**src/rtl/core/hsc_pkg.sv**
```systemverilog
// Package with shared types and constants for the homing and centering sequencer.
package hsc_pkg;

    // Default widths of the span counter and the tick timer
    localparam int SPAN_BITS_DEF  = 20;
    localparam int TIMER_BITS_DEF = 20;

    // Fixed field widths
    localparam int HALF_W   = 16;
    localparam int PAUSE_W  = 20;
    localparam int CHUNK_W  = 8;
    localparam int SPAN_W   = 20;
    localparam int PHASE_W  = 3;
    localparam int CFG_IDX_W  = 2;
    localparam int CFG_DATA_W = 20;
    localparam int S_DATA_W   = 8;
    localparam int M_DATA_W   = 32;

    // Register reset values
    localparam logic [HALF_W-1:0]  HALF_RST  = 16'd1000;
    localparam logic [PAUSE_W-1:0] PAUSE_RST = 20'd100000;
    localparam logic [CHUNK_W-1:0] CHUNK_RST = 8'd10;

    // Configuration register indexes
    localparam logic [CFG_IDX_W-1:0] CFG_HALF_PERIOD = 2'd0;
    localparam logic [CFG_IDX_W-1:0] CFG_PAUSE       = 2'd1;
    localparam logic [CFG_IDX_W-1:0] CFG_CHUNK       = 2'd2;

    // Sequencer phase codes
    typedef enum logic [PHASE_W-1:0] {
        PH_IDLE      = 3'd0,
        PH_SEEK_LEFT = 3'd1,
        PH_PAUSE     = 3'd2,
        PH_SEEK_RIGHT = 3'd3,
        PH_CENTER    = 3'd4,
        PH_DONE      = 3'd5
    } phase_t;

    // Step pulse progress codes
    typedef enum logic [1:0] {
        PULSE_NONE = 2'd0,
        PULSE_HIGH = 2'd1,
        PULSE_LOW  = 2'd2
    } pulse_t;

    // Configuration values seen by the sequencer
    typedef struct packed {
        logic [HALF_W-1:0]  half_period_ticks;
        logic [PAUSE_W-1:0] pause_ticks;
        logic [CHUNK_W-1:0] chunk_steps;
    } cfg_t;

    // One registered tick item
    typedef struct packed {
        logic valid;
        logic start_req;
        logic left_switch_level;
        logic right_switch_level;
    } tick_t;

endpackage

```
**src/rtl/core/hsc_cfg_regs.sv**
```systemverilog
// Configuration register file for the homing and centering sequencer.
module hsc_cfg_regs
    import hsc_pkg::*;
(
    input  logic                  aclk,
    input  logic                  aresetn,
    input  logic                  cfg_valid,
    output logic                  cfg_ready,
    input  logic [CFG_IDX_W-1:0]  cfg_index,
    input  logic [CFG_DATA_W-1:0] cfg_data,
    output cfg_t                  cfg
);

    cfg_t cfg_reg;

    assign cfg_ready = 1'b1;
    assign cfg         = cfg_reg;

    // Write one register per transfer, drop unknown indexes
    always_ff @(posedge aclk) begin
        if (!aresetn) begin
            cfg_reg.half_period_ticks <= HALF_RST;
            cfg_reg.pause_ticks       <= PAUSE_RST;
            cfg_reg.chunk_steps       <= CHUNK_RST;
        end else if (cfg_valid) begin
            unique case (cfg_index)
                CFG_HALF_PERIOD: cfg_reg.half_period_ticks <= cfg_data[HALF_W-1:0];
                CFG_PAUSE:       cfg_reg.pause_ticks       <= cfg_data[PAUSE_W-1:0];
                CFG_CHUNK:       cfg_reg.chunk_steps       <= cfg_data[CHUNK_W-1:0];
                default: ;
            endcase
        end
    end

endmodule

```
**src/rtl/core/hsc_input_stage.sv**
```systemverilog
// Input register stage that captures one tick item per transfer.
module hsc_input_stage
    import hsc_pkg::*;
(
    input  logic                aclk,
    input  logic                aresetn,
    input  logic                s_tvalid,
    output logic                s_tready,
    input  logic [S_DATA_W-1:0] s_tdata,
    input  logic                take,
    output tick_t               tick
);

    logic valid_reg;
    logic start_reg;
    logic left_reg;
    logic right_reg;

    // Accept when empty or when the held item moves on this cycle
    assign s_tready = !valid_reg || take;
    assign tick     = {valid_reg, start_reg, left_reg, right_reg};

    always_ff @(posedge aclk) begin
        if (!aresetn) begin
            valid_reg <= 1'b0;
        end else if (s_tvalid && s_tready) begin
            valid_reg <= 1'b1;
        end else if (take) begin
            valid_reg <= 1'b0;
        end
    end

    // Hold payload until the next transfer
    always_ff @(posedge aclk) begin
        if (s_tvalid && s_tready) begin
            start_reg <= s_tdata[0];
            left_reg  <= s_tdata[1];
            right_reg <= s_tdata[2];
        end
    end

endmodule

```
**src/rtl/core/hsc_sequencer.sv**
```systemverilog
// Sequencer state, next-state logic and result register.
module hsc_sequencer
    import hsc_pkg::*;
#(
    parameter int SPAN_BITS  = SPAN_BITS_DEF,
    parameter int TIMER_BITS = TIMER_BITS_DEF
) (
    input  logic                aclk,
    input  logic                aresetn,
    input  cfg_t                cfg,
    input  tick_t               tick,
    output logic                take,
    output logic                m_tvalid,
    input  logic                m_tready,
    output logic [M_DATA_W-1:0] m_tdata
);

    localparam logic [SPAN_BITS-1:0] SPAN_MAX = {SPAN_BITS{1'b1}};

    phase_t                phase_reg, phase_next;
    pulse_t                pulse_reg, pulse_next;
    logic [SPAN_BITS-1:0]  span_reg, span_next;
    logic [SPAN_BITS-1:0]  remain_reg, remain_next;
    logic [TIMER_BITS-1:0] timer_reg, timer_next;
    logic                  dir_reg, dir_next;

    logic                  out_valid_reg;
    logic [M_DATA_W-1:0]   out_data_reg;

    logic                  decide;
    logic                  left_pressed;
    logic                  right_pressed;
    logic [HALF_W-1:0]     half_m1;
    logic [TIMER_BITS-1:0] half_time;
    logic [CHUNK_W-1:0]    chunk;
    logic [SPAN_BITS:0]    span_sum;
    logic [SPAN_BITS-1:0]  remain_base;

    // Advance when an item is held and the result register can take it
    assign take     = tick.valid && (!out_valid_reg || m_tready);
    assign m_tvalid = out_valid_reg;
    assign m_tdata  = out_data_reg;

    assign left_pressed  = !tick.left_switch_level;
    assign right_pressed = !tick.right_switch_level;
    assign half_m1   = (cfg.half_period_ticks == '0) ? '0 : cfg.half_period_ticks - 1'b1;
    assign half_time = TIMER_BITS'(half_m1);
    assign chunk     = (cfg.chunk_steps == '0) ? CHUNK_W'(1) : cfg.chunk_steps;
    assign span_sum  = {1'b0, span_reg} + (SPAN_BITS + 1)'(chunk);

    // Next state for one tick
    always_comb begin
        phase_next  = phase_reg;
        pulse_next  = pulse_reg;
        span_next   = span_reg;
        remain_next = remain_reg;
        timer_next  = timer_reg;
        dir_next    = dir_reg;
        decide      = 1'b0;
        remain_base = remain_reg;

        // Step pulse timing
        unique case (pulse_reg)
            PULSE_HIGH: begin
                if (timer_reg != '0) begin
                    timer_next = timer_reg - TIMER_BITS'(1);
                end else begin
                    pulse_next = PULSE_LOW;
                    timer_next = half_time;
                end
            end
            PULSE_LOW: begin
                if (timer_reg != '0) begin
                    timer_next = timer_reg - TIMER_BITS'(1);
                end else begin
                    pulse_next = PULSE_NONE;
                    decide     = 1'b1;
                end
            end
            default: begin
                pulse_next = PULSE_NONE;
                decide     = 1'b1;
            end
        endcase

        // Phase decisions on ticks with no pulse in progress
        if (decide) begin
            unique case (phase_reg)
                PH_SEEK_LEFT: begin
                    if (left_pressed) begin
                        phase_next = PH_PAUSE;
                        timer_next = TIMER_BITS'(cfg.pause_ticks);
                    end else begin
                        pulse_next = PULSE_HIGH;
                        timer_next = half_time;
                    end
                end
                PH_PAUSE: begin
                    if (timer_reg != '0) begin
                        timer_next = timer_reg - TIMER_BITS'(1);
                    end else begin
                        phase_next  = PH_SEEK_RIGHT;
                        dir_next    = 1'b0;
                        remain_next = '0;
                    end
                end
                PH_SEEK_RIGHT: begin
                    if (right_pressed) begin
                        remain_next = span_reg >> 1;
                        dir_next    = (span_reg >> 1) != '0;
                        phase_next  = PH_CENTER;
                    end else begin
                        // Start a new chunk and grow the span, saturating
                        if (remain_reg == '0) begin
                            span_next   = span_sum[SPAN_BITS] ? SPAN_MAX
                                                              : span_sum[SPAN_BITS-1:0];
                            remain_base = SPAN_BITS'(chunk);
                        end
                        remain_next = remain_base - SPAN_BITS'(1);
                        pulse_next  = PULSE_HIGH;
                        timer_next  = half_time;
                    end
                end
                PH_CENTER: begin
                    if (remain_reg == '0 || left_pressed) begin
                        phase_next = PH_DONE;
                    end else begin
                        remain_next = remain_reg - SPAN_BITS'(1);
                        pulse_next  = PULSE_HIGH;
                        timer_next  = half_time;
                    end
                end
                PH_IDLE, PH_DONE: begin
                    if (tick.start_req) begin
                        phase_next  = PH_SEEK_LEFT;
                        span_next   = '0;
                        remain_next = '0;
                        timer_next  = '0;
                        dir_next    = 1'b1;
                    end
                end
                default: begin
                    phase_next = PH_IDLE;
                end
            endcase
        end
    end

    // Hold state and the result register
    always_ff @(posedge aclk) begin
        if (!aresetn) begin
            phase_reg     <= PH_IDLE;
            pulse_reg     <= PULSE_NONE;
            span_reg      <= '0;
            remain_reg    <= '0;
            timer_reg     <= '0;
            dir_reg       <= 1'b0;
            out_valid_reg <= 1'b0;
        end else begin
            if (take) begin
                phase_reg     <= phase_next;
                pulse_reg     <= pulse_next;
                span_reg      <= span_next;
                remain_reg    <= remain_next;
                timer_reg     <= timer_next;
                dir_reg       <= dir_next;
                out_valid_reg <= 1'b1;
            end else if (m_tready) begin
                out_valid_reg <= 1'b0;
            end
        end
    end

    // Result payload: step, direction, phase, span
    always_ff @(posedge aclk) begin
        if (take) begin
            out_data_reg <= {7'd0,
                             SPAN_W'(span_next),
                             phase_next,
                             dir_next,
                             pulse_next == PULSE_HIGH};
        end
    end

endmodule

```
**src/rtl/core/stepper_homing_centering_sequencer_core.sv**
```systemverilog
// Top level of the stepper homing and centering sequencer.
//
//  channel   direction  handshake            payload
//  s_        in         s_tvalid/s_tready    s_tdata  (one tick item)
//  m_        out        m_tvalid/m_tready    m_tdata  (state after the tick)
//  cfg_      in         cfg_valid/cfg_ready  cfg_index, cfg_data
//
// One tick item enters per cycle while m_ is not stalled; it passes through the
// input register, then the result register, and ticks stream through at one per
// cycle without a stall. The state update in the sequencer sets the single-cycle
// rate. Reset is synchronous on aresetn low: phase returns to idle, span,
// counters and pulse clear, and the registers reload their default values.
// A stalled m_ side holds the result and backs the input stage up; the
// input stage still takes one more item while a result waits.
module stepper_homing_centering_sequencer_core
    import hsc_pkg::*;
#(
    parameter int SPAN_BITS  = SPAN_BITS_DEF,
    parameter int TIMER_BITS = TIMER_BITS_DEF
) (
    input  logic                  aclk,
    input  logic                  aresetn,
    input  logic                  s_tvalid,
    output logic                  s_tready,
    // [0] start_req, [1] left_switch_level, [2] right_switch_level
    input  logic [S_DATA_W-1:0]   s_tdata,
    output logic                  m_tvalid,
    input  logic                  m_tready,
    // [0] step_level, [1] direction, [4:2] phase, [24:5] span_steps
    output logic [M_DATA_W-1:0]   m_tdata,
    input  logic                  cfg_valid,
    output logic                  cfg_ready,
    input  logic [CFG_IDX_W-1:0]  cfg_index,
    input  logic [CFG_DATA_W-1:0] cfg_data
);

    cfg_t  cfg;
    tick_t tick;
    logic  take;

    hsc_cfg_regs u_cfg (
        .aclk      (aclk),
        .aresetn   (aresetn),
        .cfg_valid (cfg_valid),
        .cfg_ready (cfg_ready),
        .cfg_index (cfg_index),
        .cfg_data  (cfg_data),
        .cfg       (cfg)
    );

    hsc_input_stage u_in (
        .aclk     (aclk),
        .aresetn  (aresetn),
        .s_tvalid (s_tvalid),
        .s_tready (s_tready),
        .s_tdata  (s_tdata),
        .take     (take),
        .tick     (tick)
    );

    hsc_sequencer #(
        .SPAN_BITS  (SPAN_BITS),
        .TIMER_BITS (TIMER_BITS)
    ) u_seq (
        .aclk     (aclk),
        .aresetn  (aresetn),
        .cfg      (cfg),
        .tick     (tick),
        .take     (take),
        .m_tvalid (m_tvalid),
        .m_tready (m_tready),
        .m_tdata  (m_tdata)
    );

endmodule
```
**config.mk**
```make
export PLATFORM = sky130hd
export DESIGN_NAME = stepper_homing_centering_sequencer_core
export DESIGN_NICKNAME = d
export VERILOG_FILES = /design/src/rtl/core/hsc_pkg.sv /design/src/rtl/core/hsc_cfg_regs.sv /design/src/rtl/core/hsc_input_stage.sv /design/src/rtl/core/hsc_sequencer.sv /design/src/rtl/core/stepper_homing_centering_sequencer_core.sv
export SDC_FILE = /design/constraint.sdc
export NUM_CORES = 1
export LEC_CHECK = 0
export ABC_AREA = 1
export BUFFER_PORTS_ARGS = -buffer_cell sky130_fd_sc_hd__clkbuf_2
export CORE_MARGIN = 4
export CORE_UTILIZATION = 55
export CTS_CLUSTER_DIAMETER = 30
export DETAILED_ROUTE_END_ITERATION = 12
export PLACE_DENSITY_LB_ADDON = 0.05
export SYNTH_ARGS = -nofsm -noshare
export SYNTH_HDL_FRONTEND = slang
export SYNTH_SLANG_ARGS = --single-unit
```
**constraint.sdc**
```tcl
create_clock -name aclk -period 5.3 [get_ports aclk]
set_clock_uncertainty 0.2 [all_clocks]
set_input_delay 0.795 -clock aclk [delete_from_list [all_inputs] [get_ports aclk]]
set_output_delay 0.795 -clock aclk [all_outputs]
set_load 0.02 [all_outputs]
```
==> results of run 1 <==
==> critical path: cells and delay by family, from the launching register on <==
family	cells	cell delay [ns]
AND/OR/NAND/NOR	11	1.59
AO/OA/AOI/OAI	4	0.83
flip-flops	1	0.45
buffers and inverters	2	0.13
adder cells (fa/ha/maj)	2	0.68
==> metrics by stage <==
| stage | instances | cell area (µm²) |
|---|---|---|
| finish | 1802 | 10800 |
| global route | 1802 | 10800 |
| CTS | 1802 | 10800 |
| detailed placement | 1771 | 10300 |
| global placement | 1771 | 10300 |
| floorplan | 1546 | 9940 |
==> final timing paths <==
| check | endpoint | cells past startpoint | startpoint |
|---|---|---|---|
| worst max-delay path | u_seq.span_reg[9] | 19 | u_cfg.cfg[1] |
| worst min-delay path | u_cfg.cfg[23] | 2 | u_cfg.cfg[23] |
| worst max register to register | u_seq.span_reg[9] | 19 | u_cfg.cfg[1] |
| worst min register to register | u_cfg.cfg[23] | 2 | u_cfg.cfg[23] |
==> final cells by class <==
class / count / area, µm² / share of cell area
sequential: 140 / 3080 / 0.285
timing repair buffer: 66 / 355 / 0.0328
clock inverter: 9 / 86.3 / 0.00797
inverter: 208 / 783 / 0.0723
tap: 225 / 282 / 0.0260
clock buffer: 22 / 485 / 0.0448
multi-input combinational: 1132 / 5750 / 0.531
==> metal layers <==
layer  track usage  routed length, µm  up-vias
li1              -                  -     5150
met1         0.360              12700     4751
met2         0.532              15200      288
met3        0.0591               1590      102
met4         0.172               1810        0
met5             0                  0        -
==> cells by family (layout without fill, tap and decap cells) <==
family	Yosys count	in the layout
other	2	8
AOI/OAI and AO/OA	385	385
buffers and inverters	274	305
adders and majority gates	17	17
xor gates and xnor gates	30	30
DFF	140	140
and+or+nand+nor	692	692
==> synth_stat cells (all sizes together) (4+ instances only) <==
master,number
nand4,22
nand3,127
xnor2,6
o21ai,158
buf,22
o211ai,23
o22ai,10
ha,16
clkbuf,44
nor3,20
edfxtp,28
nor2,165
dfxtp,112
inv,206
a31oi,10
a21oi,164
o221ai,8
nor4,4
xor2,24
nand2,348
==> power groups by stage <==
stage               logic (mW)  registers, mW  clock network (mW)
finish                    1.20           1.23                1.19
global route              1.34           1.24                1.24
CTS                       1.18           1.23                1.19
detailed placement        1.18           1.25                   0
global placement          1.17           1.25                   0
floorplan                0.904           1.24                   0
==> flow_summary.json, run 1 <==
{
  "antenna_found_initial": 0,
  "grt_max_degree": 67,
  "dominantRegCellSynth": "dfxtp_1",
  "post_cts_resized": 0,
  "num_rows": 48,
  "synthCells": 1540,
  "synth_area_leaders": "dfxtp_1, nand2_1, edfxtp_1, a21oi_1, inv_1",
  "htreeDepth": 4,
  "place_ws_ns": 1.45,
  "rrSetupSlack_ns": 1.31,
  "synth_xor_area_frac": 0.0265,
  "yosysWarningCount": 0,
  "syn_area_um2": 9920,
  "arrival_ns": 4.11,
  "synth_top_family_by_area": "simple AND/OR/NAND/NOR gates",
  "cp_slowest_stage_delay_ns": 0.60,
  "synth_area_per_cell_um2": 6.44,
  "synthSimpleGateAreaFrac": 0.312,
  "relSlewSlack": 0.271,
  "finalWorstPathRequiredPeriod_ns": 3.99,
  "grt_pass1_wl_mm": 49.4,
  "rsz0062_at_grt": "false",
  "area_growth_pct": 9.13,
  "netSwitchingFraction": 0.390,
  "synth_compound_area_frac": 0.216,
  "grt_usage": 0.309,
  "die_x_um": 142,
  "cp-end-kind": "flip-flop",
  "finalPower_mw": 3.62,
  "drtIter0Drc": 757,
  "cts_setup_buffers": 0,
  "drt-pass1-iter-count": 6,
  "gp_congestion": 0.984,
  "yosys.area.top_type": "dfxtp_1",
  "routed_via_density": 5.71,
  "antennaDiodeCount": 0,
  "pwr-share-comb": 0.332,
  "path_clk_slew_ns": 0.06,
  "cts.sinks": 140,
  "core-area_um2": 17500,
  "mostFrequentLayoutCells": "nand2_1, inv_1, a21oi_1",
  "io_pins": 70,
  "synthArstFlopShare": 0,
  "crit_fanout": 12,
  "p_seq_frac": 0.340,
  "die_h_um": 142,
  "port_buffers": 56,
  "ys_seq_area_frac": 0.311,
  "internal-power_mw": 2.21,
  "synth_edf_count": 28,
  "hpwl_mm": 23.0,
  "max-cap-violations": 0,
  "synth_top_area_share": 0.226,
  "slowest_stage": "nor2_1",
  "ys_ff_latch": 140,
  "clock.fmax_ghz": 0.250,
  "root_buffer": "clkbuf_16",
  "cts_buffer_depth": 2,
  "p_leak_nw": 5.09,
  "die_area_um2": 20300,
  "hold_class": "reg2reg",
  "clock_latency_ns": 0.43,
  "mostFrequentLayoutCell": "nand2_1",
  "ant_nets": 0,
  "yosysUniqueCellTypes": 57,
  "setup_tns_ns": 0,
  "required_ns": 5.42,
  "cts_tree": "done",
  "ir_drop_mv": 0.255,
  "drv_slew": 0,
  "clockPowerShare": 0.328,
  "crit_top_cell": "nor2_1",
  "drc": 0,
  "p_switching_mw": 1.41,
  "grt.overflow.total": 0,
  "whs_ns": 0.262,
  "drive_gt1_frac": 0.110,
  "finalSetupViolCount": 0,
  "status": "finished, final reports clean",
  "vias": 10300,
  "tightestPinTransition_ns": 1.09,
  "drt-wirelength-per-cell_um": 17.4,
  "cts_hold_buffers": 0,
  "path_cells": "nor2_1 -> nand2_1 -> nor2_1 -> nor2_1 -> inv_1 -> ha_1 -> fa_1 -> nand3_1 -> nand3_1 -> a21boi_1 -> o21ai_2 -> nand3_2 -> nor2_1 -> nor2_1 -> o21ai_0 -> nand3_1 -> nand2_1 -> o21bai_1 -> inv_1",
  "utilization": 0.620,
  "fin_crit_sh": 0.753,
  "worstSetupPathType": "reg2reg",
  "synthAdderAreaFrac": 0.0222,
  "fillers": 1724,
  "grt_pass1_vias": 9657,
  "synth_mux_area_frac": 0,
  "cts_made_buffers": 17,
  "hold_viol_final": 0,
  "nNetsFinal": 1617,
  "p_per_area_nw_per_um2": 334,
  "drt_wl_total_mm": 31.3,
  "start_util": 0.568,
  "start_kind": "flip-flop",
  "largest_reg_flops": 44,
  "setup_slack_ns": 1.31
}
Note: power is estimated with default switching activity, not from simulation.
==> run 2, diff against run 1 <==
==> constraint.sdc (replaced) <==
create_clock -name aclk -period 3.25 [get_ports aclk]
set_clock_uncertainty 0.2 [all_clocks]
set_input_delay 0.4875 -clock aclk [delete_from_list [all_inputs] [get_ports aclk]]
set_output_delay 0.4875 -clock aclk [all_outputs]
set_load 0.02 [all_outputs]
==> flow_summary.json, run 2 (same netlist as run 1, synthesis figures left out) <==
{
  "ir_drop_mv": 0.449,
  "die_area_um2": 20300,
  "required_ns": 3.38,
  "largest_reg_flops": 44,
  "max-cap-violations": 0,
  "path_clk_slew_ns": 0.07,
  "critPathBufInv": 4,
  "whs_ns": 0.0231,
  "path_cells": "inv_1 -> nand2_1 -> nor2_1 -> nor2_1 -> inv_1 -> ha_2 -> fa_2 -> nand3_2 -> nand3_4 -> a21boi_4 -> o21ai_4 -> nand3_2 -> nor2_1 -> nor2_2 -> buf_4 -> o21ai_1 -> nand3_1 -> nand2_1 -> o21bai_1 -> inv_1",
  "die_x_um": 142,
  "grt_pass1_wl_mm": 51.5,
  "antenna_found_initial": 0,
  "mostFrequentLayoutCell": "nand2_1",
  "cts_tree": "done",
  "port_buffers": 56,
  "drc": 0,
  "hold_viol_final": 0,
  "tightestPinTransition_ns": 0.849,
  "drt_wl_total_mm": 32.1,
  "nNetsFinal": 1648,
  "hold_class": "in2reg",
  "hpwl_mm": 24.0,
  "relSlewSlack": 0.432,
  "drv_slew": 0,
  "clock.fmax_ghz": 0.322,
  "antennaDiodeCount": 0,
  "finalSetupViolCount": 0,
  "finalWorstPathRequiredPeriod_ns": 3.11,
  "cp_slowest_stage_delay_ns": 0.39,
  "die_h_um": 142,
  "drive_gt1_frac": 0.134,
  "critPathTopFamily": "simple AND/OR/NAND/NOR gates",
  "status": "finished, final reports clean",
  "worstSetupPathType": "reg2reg",
  "p_leak_nw": 5.25,
  "cts_buffer_depth": 2,
  "gp_congestion": 1.02,
  "grt_max_degree": 57,
  "ant_nets": 0,
  "core-area_um2": 17500,
  "routed_via_density": 5.77,
  "drt-pass1-iter-count": 6,
  "mostFrequentLayoutCells": "nand2_1, inv_1, a21oi_1",
  "crit_fanout": 6,
  "htreeDepth": 4,
  "cts_made_buffers": 17,
  "fin_crit_sh": 0.956,
  "area_growth_pct": 11.9,
  "clock_latency_ns": 0.44,
  "p_per_area_nw_per_um2": 532,
  "grt_pass1_vias": 10100,
  "root_buffer": "clkbuf_16",
  "io_pins": 70,
  "start_util": 0.568,
  "grt.overflow.total": 0,
  "num_rows": 48,
  "grt_usage": 0.319,
  "drt-wirelength-per-cell_um": 17.5,
  "cp-end-kind": "flip-flop",
  "arrival_ns": 3.23,
  "finalPower_mw": 5.91,
  "drtIter0Drc": 985,
  "fillers": 1734,
  "start_kind": "flip-flop",
  "slowest_stage": "fa_2",
  "cts.sinks": 140,
  "vias": 10600
}
## run 2: cell types whose count changed in the layout (fill, tap and decap cells not counted), moves of 2 or more
cell and change:
buf_4 +29, dfxtp_1 -2, dfxtp_2 +2, inv_4 +2, nand3_1 -2
## run 2: timing repair
action	in CTS	in global routing
resized for setup	0	14
setup endpoints to repair	0	31
hold buffers	0	0
buffers inserted	0	1
## run 2: power breakdown
| group | total, mW | internal (mW) | leakage [nW] | switching (mW) |
|---|---|---|---|---|
| Sequential | 2.00 | 1.89 | 1.19 | 0.106 |
| Combinational | 2.04 | 0.612 | 3.79 | 1.43 |
| Clock | 1.87 | 1.04 | 0.269 | 0.827 |
## run 2: path summary, 6_finish.rpt
| check | startpoint | end | slack, ns | depth (start not counted) |
|---|---|---|---|---|
| worst max-delay path | u_cfg.cfg[6] | u_seq.span_reg[8] | 0.14 | 20 |
| worst min-delay path | s_tdata[2] | u_in.right_reg | 0.02 | 1 |
| worst max register to register | u_cfg.cfg[6] | u_seq.span_reg[8] | 0.14 | 20 |
| worst min register to register | u_cfg.cfg[24] | u_cfg.cfg[24] | 0.26 | 2 |
## run 2: cell type report
| class | instances | area, µm² | area share |
|---|---|---|---|
| flip-flops and latches | 140 | 3090 | 0.278 |
| clock inverters | 12 | 85.1 | 0.00766 |
| inverters | 208 | 783 | 0.0705 |
| multi-input cells | 1132 | 5800 | 0.522 |
| well taps | 225 | 282 | 0.0254 |
| clock buffers | 20 | 468 | 0.0421 |
| repair buffers | 97 | 604 | 0.0544 |
## run 2: worst register-to-register path, stage by stage (launching register included)
cell	delay (ns)
dfxtp_2	0.33
inv_1	0.07
nand2_1	0.10
nor2_1	0.06
nor2_1	0.14
inv_1	0.09
ha_2	0.19
fa_2	0.39
nand3_2	0.10
nand3_4	0.09
a21boi_4	0.21
o21ai_4	0.10
nand3_2	0.10
nor2_1	0.05
nor2_2	0.20
buf_4	0.19
o21ai_1	0.07
nand3_1	0.07
nand2_1	0.08
o21bai_1	0.12
inv_1	0.05
## run 2: through the flow
step / setup slack, ns / setup TNS (ns) / util / area, µm² / instances
after detailed placement: 0.0723 / 0 / 0.600 / 10500 / 1800
final: 0.143 / 0 / 0.635 / 11100 / 1834
after global routing: -0.0449 / -0.0729 / 0.635 / 11100 / 1834
after global placement: 0.136 / 0 / 0.600 / 10500 / 1800
after floorplan: 0.319 / 0 / - / 9940 / 1546
after CTS: 0.0412 / 0 / 0.632 / 11000 / 1832
## run 2: metal layers
layer | wire length, µm | up-vias | global-route usage | part of all wire
met2 | 15000 | 418 | 0.529 | 0.47
met5 | 0 | - | 0 | 0
li1 | - | 5219 | - | -
met1 | 13100 | 4808 | 0.385 | 0.41
met3 | 2070 | 137 | 0.0682 | 0.065
met4 | 1990 | 0 | 0.183 | 0.062
==> run 3, diff against run 2 <==
--- a/config.mk
+++ b/config.mk
@@ -12,6 +12,7 @@
 export CTS_CLUSTER_DIAMETER = 30
 export DETAILED_ROUTE_END_ITERATION = 12
 export PLACE_DENSITY_LB_ADDON = 0.05
+export REMOVE_ABC_BUFFERS = 1
 export SYNTH_ARGS = -nofsm -noshare
 export SYNTH_HDL_FRONTEND = slang
 export SYNTH_SLANG_ARGS = --single-unit
==> flow_summary.json, run 3 (same netlist as run 1, synthesis figures left out) <==
{
  "area_growth_pct": 12.5,
  "num_rows": 48,
  "die_h_um": 142,
  "tightestPinTransition_ns": 0.812,
  "utilization": 0.639,
  "drc": 0,
  "hold_start": "s_tdata[1]",
  "routed_via_density": 5.72,
  "p_switching_mw": 2.36,
  "finalSetupViolCount": 0,
  "grt_usage": 0.317,
  "r2r_start": "u_cfg.cfg[4]",
  "finalPower_mw": 6.11,
  "root_buffer": "clkbuf_16",
  "drt-pass1-iter-count": 5,
  "ir_drop_mv": 0.457,
  "mostFrequentLayoutCells": "nand2_1, inv_1, a21oi_1",
  "grt_pass1_wl_mm": 51.2,
  "drv_slew": 0,
  "p_per_area_nw_per_um2": 548,
  "clock_latency_ns": 0.44,
  "clockPowerShare": 0.341,
  "ant_nets": 0,
  "required_ns": 3.38,
  "clock.fmax_ghz": 0.322,
  "grt.overflow.total": 0,
  "cts.sinks": 140,
  "fin_crit_sh": 0.955,
  "core-area_um2": 17500,
  "largest_reg_flops": 44,
  "max-cap-violations": 0,
  "finalWorstPathRequiredPeriod_ns": 3.10,
  "netSwitchingFraction": 0.385,
  "hold_viol_final": 0,
  "drtIter0Drc": 813,
  "grt_max_degree": 63,
  "cp_slowest_stage_delay_ns": 0.38,
  "internal-power_mw": 3.76,
  "cp-end-kind": "flip-flop",
  "pwr-share-comb": 0.332,
  "die_x_um": 142,
  "crit_fanout": 6,
  "nNetsFinal": 1646,
  "path_cells": "nor2_1 -> nand2_1 -> nor2_1 -> nor2_2 -> inv_1 -> ha_1 -> fa_2 -> nand3_1 -> nand3_1 -> a21boi_2 -> o21ai_4 -> nand3_2 -> nor2_1 -> nor2_2 -> buf_6 -> o21ai_1 -> nand3_1 -> nand2_1 -> o21bai_1 -> inv_1",
  "p_leak_nw": 5.27,
  "path_clk_slew_ns": 0.06,
  "whs_ns": 0.0243,
  "antenna_found_initial": 0,
  "relSlewSlack": 0.458,
  "crit_start": "u_cfg.cfg[4]",
  "hpwl_mm": 23.4,
  "cts_made_buffers": 17,
  "status": "finished, final reports clean",
  "gp_congestion": 0.976,
  "placed_cells_incl_taps": 1797,
  "worstSetupPathType": "reg2reg",
  "cts_hold_buffers": 0,
  "start_kind": "flip-flop",
  "cts_tree": "done",
  "vias": 10500,
  "p_seq_frac": 0.327,
  "drive_gt1_frac": 0.133,
  "htreeDepth": 4,
  "fin_cells": 1832,
  "mostFrequentLayoutCell": "nand2_1",
  "drt-wirelength-per-cell_um": 17.3,
  "hold_class": "in2reg",
  "start_util": 0.568,
  "cts_buffer_depth": 2,
  "slowest_stage": "fa_2",
  "antennaDiodeCount": 0,
  "drt_wl_total_mm": 31.8,
  "die_area_um2": 20300,
  "port_buffers": 56,
  "grt_pass1_vias": 9887,
  "arrival_ns": 3.23,
  "io_pins": 70
}
run 3: changes by cell type in the layout (fill, tap and decap cells not counted), sizes merged:
| cell | change |
|---|---|
| clkbuf | +2 |
| clkinv | -2 |
| bufinv | +1 |
| inv | -1 |
| buf | -2 |
run 3: final timing paths:
path / to / slack [ns] / depth (start not counted)
hold reg to reg: u_cfg.cfg[24] / 0.26 / 2
setup reg to reg: u_seq.span_reg[8] / 0.15 / 20
setup / recovery: u_seq.span_reg[8] / 0.15 / 20
hold / removal: u_in.left_reg / 0.02 / 1
run 3: stage by stage:
stage | setup TNS (ns) | setup WS (ns) | area (µm²)
finish | 0 | 0.146 | 11200
global route | -0.00456 | -0.00456 | 11200
CTS | 0 | 0.0211 | 11100
detailed placement | 0 | 0.0405 | 10500
global placement | 0 | 0.117 | 10500
floorplan | -2.41 | -0.183 | 9620
run 3: power by group through the flow:
stage          logic [mW]  registers, mW  clock network [mW]
4_1_cts              1.99           2.00                2.10
2_1_floorplan        1.41           2.03                   0
5_1_grt              2.26           2.01                2.17
3_5_place_dp         1.97           2.03                   0
3_3_place_gp         1.96           2.03                   0
6_report             2.03           2.00                2.09
run 3: routing by layer:
metal,share of wire,track usage,wire [µm]
met2,0.48,0.540,15400
met1,0.41,0.382,13100
met5,0,0,0
met3,0.049,0.0511,1560
met4,0.056,0.175,1780
run 3: critical path: cells and delay by family (launching register included):
kind	cells	cell delay, ns
buf+inv	3	0.28
simple gates	11	1.01
flops	1	0.36
fa+ha+maj	2	0.59
compound gates	4	0.56
run 3: what timing repair did:
action / in CTS / in global routing
setup buffers: 0 / 2
setup endpoints to repair: 0 / 34
resized for setup: 0 / 10
run 3: area by class of cell:
class	instances	area (µm²)
flip-flops and latches	140	3090
clock inverters	10	93.8
well taps	225	282
fillers	1688	6310
inverters	208	783
clock buffers	22	539
repair buffers	95	602
multi-input cells	1132	5780
